`src/rtl/sdc_pkg.sv`:
```
// ----------------------------------------------------------------------------
// Stepped dose controller package
// Types, codes and timing constants shared by the dosing controller modules.
// ----------------------------------------------------------------------------
package sdc_pkg;

   localparam int CYCLE_SECONDS = 600;
   localparam int TICK_SECONDS  = 10;
   localparam int LIMIT_SCALE   = 60;

   localparam int LIMIT_W = 16 + $clog2(LIMIT_SCALE);
   localparam int DOSE_W  = 16 + $clog2(TICK_SECONDS + 1);

   localparam logic [15:0] ON_TICKS_20   = 16'(((CYCLE_SECONDS * 20) / 100) / TICK_SECONDS);
   localparam logic [15:0] OFF_TICKS_20  = 16'(((CYCLE_SECONDS * 80) / 100) / TICK_SECONDS);
   localparam logic [15:0] ON_TICKS_50   = 16'(((CYCLE_SECONDS * 50) / 100) / TICK_SECONDS);
   localparam logic [15:0] OFF_TICKS_50  = 16'(((CYCLE_SECONDS * 50) / 100) / TICK_SECONDS);
   localparam logic [15:0] ON_TICKS_75   = 16'(((CYCLE_SECONDS * 75) / 100) / TICK_SECONDS);
   localparam logic [15:0] OFF_TICKS_75  = 16'(((CYCLE_SECONDS * 25) / 100) / TICK_SECONDS);
   localparam logic [15:0] ON_TICKS_100  = 16'(((CYCLE_SECONDS * 100) / 100) / TICK_SECONDS);
   localparam logic [15:0] OFF_TICKS_100 = 16'(((CYCLE_SECONDS * 0) / 100) / TICK_SECONDS);

   localparam logic signed [11:0] TARGET_RESET = 12'sd700;
   localparam logic [9:0]         STEP_RESET   = 10'd50;
   localparam logic [15:0]        LIMIT_RESET  = 16'd1000;
   localparam logic [15:0]        FLOW_RESET   = 16'd25;

   typedef enum logic [1:0] {
      OP_TICK     = 2'd0,
      OP_SET_MODE = 2'd1,
      OP_CLEAR    = 2'd2
   } op_type;

   typedef enum logic [1:0] {
      MODE_OFF    = 2'd0,
      MODE_AUTO   = 2'd1,
      MODE_FORCED = 2'd2
   } mode_type;

   typedef enum logic [1:0] {
      PH_IDLE  = 2'd0,
      PH_ON    = 2'd1,
      PH_PAUSE = 2'd2
   } phase_type;

   typedef enum logic [2:0] {
      STEP_NONE = 3'd0,
      STEP_20   = 3'd1,
      STEP_50   = 3'd2,
      STEP_75   = 3'd3,
      STEP_100  = 3'd4
   } step_type;

   typedef enum logic [1:0] {
      REG_TARGET = 2'd0,
      REG_STEP   = 2'd1,
      REG_LIMIT  = 2'd2,
      REG_FLOW   = 2'd3
   } reg_index_type;

   typedef struct packed {
      logic signed [11:0] target;
      logic [9:0]         width1;
      logic [10:0]        width2;
      logic [11:0]        width3;
      logic [LIMIT_W-1:0] limit_units;
      logic [DOSE_W-1:0]  dose_units;
   } cfg_type;

   typedef struct packed {
      logic [1:0]         operation;
      logic signed [11:0] measured_level;
      logic [1:0]         new_mode;
      logic               ph_idle;
      logic               filtration_auto;
      logic               filter_pump_on;
      logic               level_ok;
      logic               filter_active;
   } item_type;

   typedef struct packed {
      logic               limit_alarm;
      logic [2:0]         step_started;
      logic [31:0]        daily_total;
      logic [1:0]         phase;
      logic [1:0]         mode_now;
      logic               pump_on;
   } res_type;

endpackage

```
`src/rtl/sdc_csr.sv`:
```
// ----------------------------------------------------------------------------
// Stepped dose controller configuration registers
// Holds the settings and keeps them pre-scaled for the update logic.
// ----------------------------------------------------------------------------
module sdc_csr (
   input  logic                clock,
   input  logic                reset,
   input  logic                csr_we,
   input  logic [1:0]          csr_index,
   input  logic [15:0]         csr_wdata,
   output sdc_pkg::cfg_type    cfg
);

   sdc_pkg::cfg_type cfg_ff;
   sdc_pkg::cfg_type cfg_in;

   always_comb begin
      cfg_in = cfg_ff;
      if (csr_we) begin
         case (sdc_pkg::reg_index_type'(csr_index))
            sdc_pkg::REG_TARGET: begin
               cfg_in.target = $signed(csr_wdata[11:0]);
            end
            sdc_pkg::REG_STEP: begin
               cfg_in.width1 = csr_wdata[9:0];
               cfg_in.width2 = {csr_wdata[9:0], 1'b0};
               cfg_in.width3 = 12'(csr_wdata[9:0]) * 12'd3;
            end
            sdc_pkg::REG_LIMIT: begin
               cfg_in.limit_units = sdc_pkg::LIMIT_W'(csr_wdata) *
                                    sdc_pkg::LIMIT_W'(sdc_pkg::LIMIT_SCALE);
            end
            sdc_pkg::REG_FLOW: begin
               cfg_in.dose_units = sdc_pkg::DOSE_W'(csr_wdata) *
                                   sdc_pkg::DOSE_W'(sdc_pkg::TICK_SECONDS);
            end
            default: begin
               cfg_in = cfg_ff;
            end
         endcase
      end
   end

   always_ff @(posedge clock) begin
      if (reset) begin
         cfg_ff.target      <= sdc_pkg::TARGET_RESET;
         cfg_ff.width1      <= sdc_pkg::STEP_RESET;
         cfg_ff.width2      <= {sdc_pkg::STEP_RESET, 1'b0};
         cfg_ff.width3      <= 12'(sdc_pkg::STEP_RESET) * 12'd3;
         cfg_ff.limit_units <= sdc_pkg::LIMIT_W'(sdc_pkg::LIMIT_RESET) *
                               sdc_pkg::LIMIT_W'(sdc_pkg::LIMIT_SCALE);
         cfg_ff.dose_units  <= sdc_pkg::DOSE_W'(sdc_pkg::FLOW_RESET) *
                               sdc_pkg::DOSE_W'(sdc_pkg::TICK_SECONDS);
      end else begin
         cfg_ff <= cfg_in;
      end
   end

   assign cfg = cfg_ff;

endmodule

```
`src/rtl/sdc_ctrl.sv`:
```
// ----------------------------------------------------------------------------
// Stepped dose controller state update
// Holds mode, phase, pump, tick counters and daily total, and computes the
// next state and the result for the item in the input register.
// ----------------------------------------------------------------------------
module sdc_ctrl (
   input  logic                clock,
   input  logic                reset,
   input  logic                fire,
   input  sdc_pkg::item_type   item,
   input  sdc_pkg::cfg_type    cfg,
   output sdc_pkg::res_type    res
);

   sdc_pkg::mode_type  mode_ff,  mode_in;
   sdc_pkg::phase_type phase_ff, phase_in;
   logic               pump_ff,  pump_in;
   logic [15:0]        on_left_ff,  on_left_in;
   logic [15:0]        off_left_ff, off_left_in;
   logic [31:0]        acc_ff,   acc_in;

   logic               ok;
   logic               over_now;
   logic               over_added;
   logic [32:0]        sum;
   logic [31:0]        added;
   logic signed [12:0] err;
   sdc_pkg::step_type  step;
   sdc_pkg::step_type  step_sel;
   logic               alarm;

   always_comb begin
      ok = item.ph_idle && (mode_ff == sdc_pkg::MODE_AUTO) && item.filtration_auto &&
           item.filter_pump_on && item.level_ok && item.filter_active;
      over_now   = acc_ff > 32'(cfg.limit_units);
      sum        = {1'b0, acc_ff} + 33'(cfg.dose_units);
      added      = sum[32] ? 32'hFFFF_FFFF : sum[31:0];
      over_added = added > 32'(cfg.limit_units);
      err        = 13'(cfg.target) - 13'(item.measured_level);

      if (err > $signed({1'b0, cfg.width3})) begin
         step_sel = sdc_pkg::STEP_100;
      end else if (err > $signed({2'b0, cfg.width2})) begin
         step_sel = sdc_pkg::STEP_75;
      end else if (err > $signed({3'b0, cfg.width1})) begin
         step_sel = sdc_pkg::STEP_50;
      end else if (err > 13'sd0) begin
         step_sel = sdc_pkg::STEP_20;
      end else begin
         step_sel = sdc_pkg::STEP_NONE;
      end

      mode_in     = mode_ff;
      phase_in    = phase_ff;
      pump_in     = pump_ff;
      on_left_in  = on_left_ff;
      off_left_in = off_left_ff;
      acc_in      = acc_ff;
      step        = sdc_pkg::STEP_NONE;
      alarm       = 1'b0;

      case (sdc_pkg::op_type'(item.operation))
         sdc_pkg::OP_TICK: begin
            case (phase_ff)
               sdc_pkg::PH_IDLE: begin
                  if (ok && !over_now) begin
                     step = step_sel;
                     case (step_sel)
                        sdc_pkg::STEP_20: begin
                           on_left_in  = sdc_pkg::ON_TICKS_20;
                           off_left_in = sdc_pkg::OFF_TICKS_20;
                        end
                        sdc_pkg::STEP_50: begin
                           on_left_in  = sdc_pkg::ON_TICKS_50;
                           off_left_in = sdc_pkg::OFF_TICKS_50;
                        end
                        sdc_pkg::STEP_75: begin
                           on_left_in  = sdc_pkg::ON_TICKS_75;
                           off_left_in = sdc_pkg::OFF_TICKS_75;
                        end
                        default: begin
                           on_left_in  = sdc_pkg::ON_TICKS_100;
                           off_left_in = sdc_pkg::OFF_TICKS_100;
                        end
                     endcase
                     if (step_sel == sdc_pkg::STEP_NONE) begin
                        on_left_in  = on_left_ff;
                        off_left_in = off_left_ff;
                     end else begin
                        phase_in = sdc_pkg::PH_ON;
                        pump_in  = 1'b1;
                     end
                  end else if (mode_ff == sdc_pkg::MODE_FORCED) begin
                     acc_in = added;
                     if (over_added) begin
                        mode_in = sdc_pkg::MODE_OFF;
                        pump_in = 1'b0;
                        alarm   = 1'b1;
                     end
                  end
               end
               sdc_pkg::PH_ON: begin
                  acc_in = added;
                  if (on_left_ff <= 16'd1) begin
                     on_left_in = '0;
                     phase_in   = sdc_pkg::PH_PAUSE;
                     pump_in    = 1'b0;
                  end else begin
                     on_left_in = on_left_ff - 16'd1;
                  end
                  if (!(ok && !over_added)) begin
                     phase_in = sdc_pkg::PH_IDLE;
                     pump_in  = 1'b0;
                  end
               end
               sdc_pkg::PH_PAUSE: begin
                  if (off_left_ff <= 16'd1) begin
                     off_left_in = '0;
                     phase_in    = sdc_pkg::PH_IDLE;
                  end else begin
                     off_left_in = off_left_ff - 16'd1;
                  end
                  if (!(ok && !over_now)) begin
                     phase_in = sdc_pkg::PH_IDLE;
                  end
               end
               default: begin
                  phase_in = phase_ff;
               end
            endcase
         end
         sdc_pkg::OP_SET_MODE: begin
            case (sdc_pkg::mode_type'(item.new_mode))
               sdc_pkg::MODE_OFF: begin
                  mode_in = sdc_pkg::MODE_OFF;
                  pump_in = 1'b0;
               end
               sdc_pkg::MODE_AUTO: begin
                  if (mode_ff != sdc_pkg::MODE_AUTO) begin
                     mode_in  = sdc_pkg::MODE_AUTO;
                     phase_in = sdc_pkg::PH_IDLE;
                  end
               end
               sdc_pkg::MODE_FORCED: begin
                  mode_in = sdc_pkg::MODE_FORCED;
                  pump_in = 1'b1;
               end
               default: begin
                  mode_in = mode_ff;
               end
            endcase
         end
         sdc_pkg::OP_CLEAR: begin
            acc_in = '0;
         end
         default: begin
            acc_in = acc_ff;
         end
      endcase

      res.pump_on      = pump_in;
      res.mode_now     = mode_in;
      res.phase        = phase_in;
      res.daily_total  = acc_in;
      res.step_started = step;
      res.limit_alarm  = alarm;
   end

   always_ff @(posedge clock) begin
      if (reset) begin
         mode_ff     <= sdc_pkg::MODE_OFF;
         phase_ff    <= sdc_pkg::PH_IDLE;
         pump_ff     <= 1'b0;
         on_left_ff  <= '0;
         off_left_ff <= '0;
         acc_ff      <= '0;
      end else if (fire) begin
         mode_ff     <= mode_in;
         phase_ff    <= phase_in;
         pump_ff     <= pump_in;
         on_left_ff  <= on_left_in;
         off_left_ff <= off_left_in;
         acc_ff      <= acc_in;
      end
   end

endmodule

```
`src/rtl/stepped_dose_controller.sv`:
```
// ----------------------------------------------------------------------------
// Stepped dose controller
// Redox dosing pump regulator with stepped duty cycles and a daily limit.
// ----------------------------------------------------------------------------
// The block takes one item per clock while results are not stalled and returns
// exactly one result per item: the item is captured in an input register, the
// state update runs in one pass of logic, and the result lands in an output
// register. The result register decouples the sides, so a new item is taken
// into an empty input register while a finished result waits. Settings are to
// be written through the csr port while no item is in flight (the block does
// not enforce this) and take effect at once; no startup sweep after reset.
module stepped_dose_controller (
   input  logic        clock,
   input  logic        reset,
   input  logic        req_tvalid,
   output logic        req_tready,
   // measured_level[11:0], new_mode[13:12], ph_idle[14], filtration_auto[15],
   // filter_pump_on[16], level_ok[17], filter_active[18], zero fill above.
   input  logic [23:0] req_tdata,
   // operation[1:0].
   input  logic [1:0]  req_tuser,
   output logic        rsp_tvalid,
   input  logic        rsp_tready,
   // pump_on[0], mode_now[2:1], phase[4:3], daily_total[36:5],
   // step_started[39:37], limit_alarm[40], zero fill above.
   output logic [47:0] rsp_tdata,
   input  logic        csr_we,
   input  logic [1:0]  csr_index,
   input  logic [15:0] csr_wdata
);

   sdc_pkg::cfg_type  cfg;
   sdc_pkg::item_type item_ff;
   sdc_pkg::res_type  res;
   sdc_pkg::res_type  res_ff;
   logic              item_valid_ff;
   logic              rsp_valid_ff;
   logic              out_free;
   logic              fire;
   logic              take;

   assign out_free   = !rsp_valid_ff || rsp_tready;
   assign fire       = item_valid_ff && out_free;
   assign req_tready = !item_valid_ff || out_free;
   assign take       = req_tvalid && req_tready;

   sdc_csr u_csr (
      .clock     (clock),
      .reset     (reset),
      .csr_we    (csr_we),
      .csr_index (csr_index),
      .csr_wdata (csr_wdata),
      .cfg       (cfg)
   );

   sdc_ctrl u_ctrl (
      .clock (clock),
      .reset (reset),
      .fire  (fire),
      .item  (item_ff),
      .cfg   (cfg),
      .res   (res)
   );

   always_ff @(posedge clock) begin
      if (reset) begin
         item_valid_ff <= 1'b0;
         rsp_valid_ff  <= 1'b0;
      end else begin
         if (take) begin
            item_valid_ff <= 1'b1;
         end else if (fire) begin
            item_valid_ff <= 1'b0;
         end
         if (fire) begin
            rsp_valid_ff <= 1'b1;
         end else if (rsp_tready) begin
            rsp_valid_ff <= 1'b0;
         end
      end
   end

   always_ff @(posedge clock) begin
      if (take) begin
         item_ff.operation       <= req_tuser;
         item_ff.measured_level  <= $signed(req_tdata[11:0]);
         item_ff.new_mode        <= req_tdata[13:12];
         item_ff.ph_idle         <= req_tdata[14];
         item_ff.filtration_auto <= req_tdata[15];
         item_ff.filter_pump_on  <= req_tdata[16];
         item_ff.level_ok        <= req_tdata[17];
         item_ff.filter_active   <= req_tdata[18];
      end
      if (fire) begin
         res_ff <= res;
      end
   end

   assign rsp_tvalid = rsp_valid_ff;
   assign rsp_tdata  = {7'b0, res_ff.limit_alarm, res_ff.step_started,
                        res_ff.daily_total, res_ff.phase, res_ff.mode_now,
                        res_ff.pump_on};

endmodule

```
`config.mk`:
```
export PLATFORM = sky130hd
export DESIGN_NAME = stepped_dose_controller
export DESIGN_NICKNAME = d
export VERILOG_FILES = /design/src/rtl/sdc_pkg.sv /design/src/rtl/sdc_csr.sv /design/src/rtl/sdc_ctrl.sv /design/src/rtl/stepped_dose_controller.sv
export SDC_FILE = /design/constraint.sdc
export NUM_CORES = 1
export LEC_CHECK = 0
export BUFFER_PORTS_ARGS = -buffer_cell sky130_fd_sc_hd__buf_2
export CORE_ASPECT_RATIO = 1.2
export CORE_UTILIZATION = 60
export CTS_BUF_LIST = sky130_fd_sc_hd__clkbuf_4
export DETAILED_ROUTE_END_ITERATION = 8
export PLACE_DENSITY = 0.79
export SLEW_MARGIN = 5
export SYNTH_ARGS = -nofsm -noshare
export SYNTH_HDL_FRONTEND = slang
export SYNTH_SLANG_ARGS = --single-unit
```
`constraint.sdc`:
```
create_clock -name clock -period 14.8 [get_ports clock]
set_input_delay 2.22 -clock clock [delete_from_list [all_inputs] [get_ports clock]]
set_output_delay 2.22 -clock clock [all_outputs]
set_load 0.02 [all_outputs]
```
==> qor.yml <==
status: "finished, final reports clean"
cp-start-kind: "flop"
finalSetupTns_ns: 0
cts_sinks: 205
synthArstFlopShare_pct: 0
io_pins: 99
cp_num_buf_inv: 1
dp_hpwl_mm: 26.0
synthXorXnorAreaFrac_pct: 3.78
endpoint_kind: "flop"
synth_compound_area_share_pct: 21.7
path_clk_slew_ns: 0.07
finalCritPeriodShare_pct: 37.9
synth_warnings: 0
die_area_um2: 25300
gp_congestion: 0.909
min_period_ns: 5.61
cp_slowest_cell: "dfxtp_1"
drc_errors: 0
cp_data_arrival_time_ns: 6.21
worst_slew_pin_slew_ns: 1.18
num_vias: 13200
grt_max_degree: 83
ant_nets: 0
ys_seq_area_share_pct: 31.9
postCtsHoldBufs: 0
grt-ovfl-total: 0
cts_made_buffers: 53
leakage_nw: 7.08
path_common_cell: "o21ai_0"
yosysMostFrequentCell: "nand2_1"
finalMaxSlewViolations: 0
syn_area_um2: 14800
dr.pass1.iters: 6
holdWs_ns: 0.459
die_h_um: 174
cts_buffer_depth: 3
yosys.area_share.adder_pct: 18.6
drt_iter0_markers: 968
hold_viol: 0
critPathMaxFanout: 28
syn_area_per_cell_um2: 8.48
cts_resized: 0
max_stage_delay_ns: 0.44
pwr_density_cell_nw_per_um2: 96.0
syn_to_final_growth_pct: 8.62
fmax_mhz: 178
port_buffers: 86
via_per_inst: 6.03
synth_area_leaders: "dfxtp_1, ha_1, edfxtp_1"
ys_ff_latch: 205
fin_cells: 2182
rows: 62
post_synth_num_cell_types: 76
clock_skew_ns: 0.0650
netlist_top_cells_count: "nand2_1, a21oi_1, ha_1"
critPathRequiredTime_ns: 15.40
irDropWorstVdd_mv: 0.0617
synth.area.mux_share_pct: 1.01
fp.dieW_um: 145
hp-class: "reg -> reg"
drt-total-wl_mm: 35.9
yosys.area.top_type: "dfxtp_1"
routedWlPerCell_um: 16.5
synthCells: 1748
antenna_found_initial: 1
drv_cap: 0
ys.flop_type: "dfxtp_1"
synth_edf_count: 62
coreArea_um2: 24100
path_cells: "ha_1, o211ai_1, o211a_1, o31a_1, o31a_1, or3_1, buf_4, nand2_1, ha_1, a21o_1, a21o_1, a221oi_1, o21ai_0, a2111oi_0, a21oi_1, nor4_1, nand2_1, o21ai_0, o21ai_0, a21oi_1"
drive_above_1_share_pct: 11.4
criticalPathCategory: "reg -> reg"
cts_max_level: 2
clock_latency_ns: 0.68
grt_usage_pct: 28.3
rsz0062_at_grt: "no"
setup_viol: 0
yosys.area_share.simple_pct: 17.8
initial_core_util_pct: 61.4
post_cts_buffers: 0
utilization_pct: 66.7
critical_path.top_delay_family: "compound AO/OA/AOI/OAI gates"
synth_top_family_by_area: "compound AO/OA/AOI/OAI gates"
grt_pass1_wl_mm: 59.6
yosysTopAreaCellShare_pct: 19.3
first_global_vias: 12500
dp_cells: 2083
root_buffer: "clkbuf_4"
slew-limit-headroom_pct: 21.6
cts_tree: "done"
fin_nets: 2067
==> cells in the final DEF, fill, tap and decap left out, types with 44 or more instances in the layout <==
master | Yosys | layout
a21o_1 | 52 | 52
a21oi_1 | 179 | 179
buf_2 | 4 | 85
clkbuf_4 | 0 | 80
dfxtp_1 | 143 | 143
edfxtp_1 | 62 | 62
ha_1 | 167 | 167
inv_1 | 107 | 107
nand2_1 | 207 | 207
nor2_1 | 124 | 124
nor3_1 | 44 | 44
o21ai_0 | 108 | 108
==> worst paths after layout <==
path | slack (ns) | start | cells past startpoint | to
hold / removal | 0.46 | u_csr.cfg[45] | 2 | u_csr.cfg[45]
setup reg to reg | 9.19 | u_ctrl.acc_ff[3] | 20 | u_ctrl.phase_ff[0]
setup / recovery | 9.19 | u_ctrl.acc_ff[3] | 20 | u_ctrl.phase_ff[0]
hold reg to reg | 0.46 | u_csr.cfg[45] | 2 | u_csr.cfg[45]
==> kinds of logic (layout without fill, tap and decap cells) <==
group | count (synthesis) | after routing
flops | 205 | 205
fa+ha+maj | 200 | 200
compound gates | 515 | 515
mux | 15 | 15
simple gates | 554 | 554
other cells | 1 | 8
xor+xnor | 64 | 64
buf+inv | 194 | 301
==> flip-flops by register name (all words and copies together) (netlist names) <==
name,count
u_ctrl.off_left_ff,16
rsp_tvalid,1
item_ff,21
u_ctrl.mode_ff,2
u_ctrl.phase_ff,2
rsp_tdata,41
u_ctrl.acc_ff,32
item_valid_ff,1
u_ctrl.on_left_ff,16
u_ctrl.pump_ff,1
u_csr.cfg,72
==> layer usage <==
layer | up-vias | wire [µm] | GRT usage (%)
li1 | 6460 | - | -
met2 | 481 | 16800 | 47.6
met5 | - | 0 | 0
met3 | 95 | 2290 | 3.86
met4 | 0 | 1150 | 10.8
met1 | 6125 | 15700 | 37.0
==> power by group <==
group,leakage (nW),switching (mW),total [mW],internal [mW]
Clock,0.422,0.241,0.507,0.266
Sequential,1.75,0.0155,0.618,0.603
Combinational,4.90,0.249,0.420,0.171
==> metrics by stage <==
| step | worst slack (ns) | power (mW) | area, µm² |
|---|---|---|---|
| global route | 8.76 | 1.64 | 16100 |
| detailed placement | 8.77 | 1.04 | 15400 |
| finish | 9.19 | 1.55 | 16100 |
| floorplan | 9.35 | 0.943 | 14800 |
| CTS | 9.15 | 1.55 | 16100 |
| global placement | 8.83 | 1.03 | 15400 |
==> cell type report <==
type	count	area, µm²
antenna	1	2.50
clock buffer	80	601
clock inverter	18	108
fill	2058	8030
inverter	108	405
multi-input combinational	1355	9360
sequential	205	4720
tap	320	400
timing repair buffer	95	500
==> worst min-delay path: stages (launching register included) <==
cell and delay (ns):
dfxtp_1 0.31, nand2_1 0.05, a21oi_1 0.05
Note: power is estimated with default switching activity, not from simulation.
